$ cat src/design/mia_pkg.sv
// Shared widths, latencies and types for the 3x3 adjugate inverse.
`timescale 1ns / 1ps
package mia_pkg;
  localparam int EW         = 32;                 // entry width
  localparam int PW         = 2 * EW;             // product / minor magnitude width
  localparam int SW         = PW + 2;             // signed minor width
  localparam int DIV_STEPS  = 4;                  // quotient bits per divider stage
  localparam int DIV_STAGES = (EW + DIV_STEPS - 1) / DIV_STEPS;
  localparam int LANE_LAT   = DIV_STAGES + 2;
  localparam int FRONT_LAT  = 4;
  localparam int LAT        = FRONT_LAT + LANE_LAT;

  typedef logic [EW-1:0] mag_t;
  typedef logic [PW-1:0] prod_t;

  typedef struct packed {
    logic neg;    // quotient sign
    logic zero;   // determinant is zero
  } div_ctl_t;
endpackage

$ cat src/design/mia_div_lane.sv
// Pipelined restoring divider for one inverse entry, with saturation.
`timescale 1ns / 1ps
module mia_div_lane import mia_pkg::*; (
  input  logic           clk,
  input  prod_t          num,
  input  mag_t           dmag,
  input  div_ctl_t       ctl,
  output logic [EW-1:0]  quo
);
  mag_t     rem_q [0:DIV_STAGES];
  mag_t     low_q [0:DIV_STAGES];
  mag_t     dm_q  [0:DIV_STAGES];
  div_ctl_t ctl_q [0:DIV_STAGES];
  logic     ovf_q [0:DIV_STAGES];
  mag_t     rem_n [0:DIV_STAGES-1];
  mag_t     low_n [0:DIV_STAGES-1];

  // quotient of 2^EW or more cannot fit: flag it, and the output saturates
  always_ff @(posedge clk) begin
    rem_q[0] <= num[PW-1:EW];
    low_q[0] <= num[EW-1:0];
    dm_q[0]  <= dmag;
    ctl_q[0] <= ctl;
    ovf_q[0] <= (num[PW-1:EW] >= dmag);
  end

  for (genvar g = 0; g < DIV_STAGES; g++) begin : g_stage
    always_comb begin
      logic [EW:0] t;
      mag_t        r;
      mag_t        l;
      r = rem_q[g];
      l = low_q[g];
      for (int k = 0; k < DIV_STEPS; k++) begin
        if (g * DIV_STEPS + k < EW) begin
          t = {r, l[EW-1]};
          l = {l[EW-2:0], 1'b0};
          if (t >= {1'b0, dm_q[g]}) begin
            t    = t - {1'b0, dm_q[g]};
            l[0] = 1'b1;
          end
          r = t[EW-1:0];
        end
      end
      rem_n[g] = r;
      low_n[g] = l;
    end

    always_ff @(posedge clk) begin
      rem_q[g+1] <= rem_n[g];
      low_q[g+1] <= low_n[g];
      dm_q[g+1]  <= dm_q[g];
      ctl_q[g+1] <= ctl_q[g];
      ovf_q[g+1] <= ovf_q[g];
    end
  end

  localparam mag_t HALF    = {1'b1, {(EW-1){1'b0}}};
  localparam mag_t POS_MAX = {1'b0, {(EW-1){1'b1}}};

  logic [EW-1:0] quo_next;
  mag_t          q;

  always_comb begin
    q = low_q[DIV_STAGES];
    if (ctl_q[DIV_STAGES].zero) begin
      quo_next = '0;
    end else if (ctl_q[DIV_STAGES].neg) begin
      quo_next = (ovf_q[DIV_STAGES] || q > HALF) ? HALF : (~q + 1'b1);
    end else begin
      quo_next = (ovf_q[DIV_STAGES] || q[EW-1]) ? POS_MAX : q;
    end
  end

  always_ff @(posedge clk) begin
    quo <= quo_next;
  end
endmodule

$ cat config.mk
export PLATFORM = sky130hd
export DESIGN_NAME = mia_div_lane
export DESIGN_NICKNAME = d
export VERILOG_FILES = /design/src/design/mia_pkg.sv /design/src/design/mia_div_lane.sv
export SDC_FILE = /design/constraint.sdc
export NUM_CORES = 2
export LEC_CHECK = 0
export BUFFER_PORTS_ARGS = -buffer_cell sky130_fd_sc_hd__buf_2
export CAP_MARGIN = 20
export CORE_AREA = 2 2 366 368
export CTS_CLUSTER_SIZE = 8
export DETAILED_ROUTE_END_ITERATION = 8
export DIE_AREA = 0 0 368 370
export GPL_TIMING_DRIVEN = 1
export PLACE_DENSITY = 0.76
export SYNTH_ARGS = -nofsm -noshare
export SYNTH_HDL_FRONTEND = slang
export SYNTH_SLANG_ARGS = --single-unit
$ cat constraint.sdc
create_clock -name clk -period 41.8 [get_ports clk]
set_input_delay 8.36 -clock clk [delete_from_list [all_inputs] [get_ports clk]]
set_output_delay 8.36 -clock clk [all_outputs]
set_load 0.03 [all_outputs]
==> metrics <==
CORE AREA=0.132 mm²; DR WL/cell=21.5 µm; # Post-CTS Setup Buffers=0; cts repair resizes=0; Commonest cells post-synth=ha_1, a21oi_1, dfxtp_1, nor2_1, o21ai_0; Setup CP Type=reg2reg; Synth Cell Area=0.0786 mm²; first-pass GRT wire length=380000 µm; port bufs=130; Root Driver=clkbuf_16; status=complete, no violations; Final Hold Viols=0; DRT Wirelength=249000 µm; Post-DP HPWL=204000 µm; Fin Clk Skew=0.0512 ns; Total Neg Setup Slack=0 ns; Ports=131; Syn Inst Count=9693; count of different cell masters after synthesis=99; CTS clk-pin slew, worst paths=0.06 ns; Final #Nets=11000; Max Cap Viol=0; Synth Area in XOR/XNOR=9.20%; non-filler instance count after layout=11600; number of vias per cell=6.23; largest area contributor in the synthesized netlist=dfxtp_1; Max-slew headroom=20.2%; hold crit path type=reg2reg; minimum clock period=16.30 ns; routability cong.=0.988; Synth top area share=21.9%; Clk Latency, worst-skew pair=0.77 ns; largest family of logic cells by synthesized area=compound AO/OA/AOI/OAI gates; Final Cycle Share=39.0%; critical path launch point type=register; Longest Clk Path Bufs=3; worst slew pin tran=1.20 ns; Post-Synth Adder-Cell Area=17.6%; Placed Cells=11400; CP required=42.42 ns; most common cell in the synthesized netlist=ha_1; mux share of post-synthesis cell area=6.46%; layout cells sized above 1=7.85%; Worst path max stage delay=0.72 ns; total grt overflow=0; worst-path fanout max=41; FILL cells=11600; GRT Total Usage=35.1%; Post-synth EDFFs=0; DRC violation total after the first TritonRoute iteration=5892; cts hold-fix bufs=0; Vias=72200; Max Clock Freq=61.3 MHz; die height=370 µm; Slew Viols, Final=0; die area=0.136 mm²; #FFs+latches synth=859; CP Buf/Inv Count=7; Post-synth ARST share=0%; TritonCTS Buffers=121; Area growth syn-to-layout=7.45%; Synth Area in Simple Gates=15.3%; row cnt=134; Crit path max-delay family=compound AO/OA/AOI/OAI gates; critical path arrival=16.92 ns; Mapped Nets=10900; clock sinks=859; Antenna Nets Post-Route=0; Initial Util=59.4%; Synth Area in Compound Gates=25.4%; pin count of the biggest net entering global routing=53; initial antenna violation count=13; CP Capture Type=register; Synth warnings=0; vias in the first global route=68800; die width=368 µm; Post-route DRC=0; CP max-delay cell=a2111oi_1; first drt pass iteration count=6; predominant post-synthesis flop cell=dfxtp_1; RSZ-0062 raised after global routing=false; register area share after synthesis=21.9%; Final setup viols=0; H-tree depth=3; CTS tree=done; top cells by area, synth=dfxtp_1, ha_1, xnor2_1; Mean Syn Cell Area=8.11 µm²; most frequent CP cell=a21o_1
-- logic make-up after synthesis --
group | count (synthesis)
xor gates and xnor gates | 826
and+or+nand+nor | 2485
AOI/OAI and AO/OA | 3122
buffers and inverters | 855
adders and majority gates | 1088
DFF | 859
muxes | 458
-- placed cells by master, fill, tap and decap left out, types with 145 or more instances in the layout --
cell type,Yosys,final
dfxtp_1,859,859
a21o_1,535,535
mux2_2,362,362
xnor2_1,552,552
nor2b_1,145,145
nor3_1,153,153
nor2_1,698,695
xor2_1,274,274
nand2b_1,156,156
o21ai_0,670,669
nand2_1,649,649
a21oi_1,914,913
nand3_1,152,152
ha_1,1057,1057
inv_1,642,642
-- path summary, 6_finish.rpt --
kind / from / end / slack [ns] / cells past startpoint
worst max register to register: dm_q[0][193] / rem_q[0][232] / 25.50 / 56
worst min register to register: low_q[0][175] / low_q[0][211] / 0.31 / 0
worst min-delay path: low_q[0][175] / low_q[0][211] / 0.31 / 0
worst max-delay path: dm_q[0][193] / rem_q[0][232] / 25.50 / 56
-- registers in the layout, indices dropped and copies added (netlist names) --
name and cells:
ctl_q 18, dm_q 256, low_q 288, ovf_q 9, quo 32, rem_q 256
-- through the flow --
step	area, µm²	worst slack, ns	utilization [%]	hold WS [ns]
3_5_place_dp	81000	25.64	61.1	0.312
5_1_grt	84500	24.51	63.8	0.313
3_3_place_gp	81000	25.67	61.1	0.310
4_1_cts	84300	25.56	63.7	0.312
6_report	84500	25.50	63.8	0.308
2_1_floorplan	78600	28.67	-	0.310
-- cell type report --
| class | instances | area, µm² | share of cell area (%) |
|---|---|---|---|
| clock inverter | 12 | 215 | 0.255 |
| clock buffer | 137 | 3140 | 3.72 |
| inverter | 651 | 2440 | 2.89 |
| sequential | 859 | 17200 | 20.4 |
| multi-input combinational | 7979 | 58300 | 68.9 |
| timing repair buffer | 166 | 976 | 1.16 |
| tap | 1768 | 2210 | 2.62 |
| antenna | 22 | 55.1 | 0.0652 |
-- routing by layer --
layer,track usage [%],wire (µm),vias up
met5,0,11,-
met4,24.7,18800,2
met3,4.26,14000,747
met2,60.2,117000,2467
met1,40.6,99400,33500
li1,-,-,35500
Power is left out: the tool's default activity adds up to more than one toggle a clock period on the data nets, which glitch-free logic cannot reach.
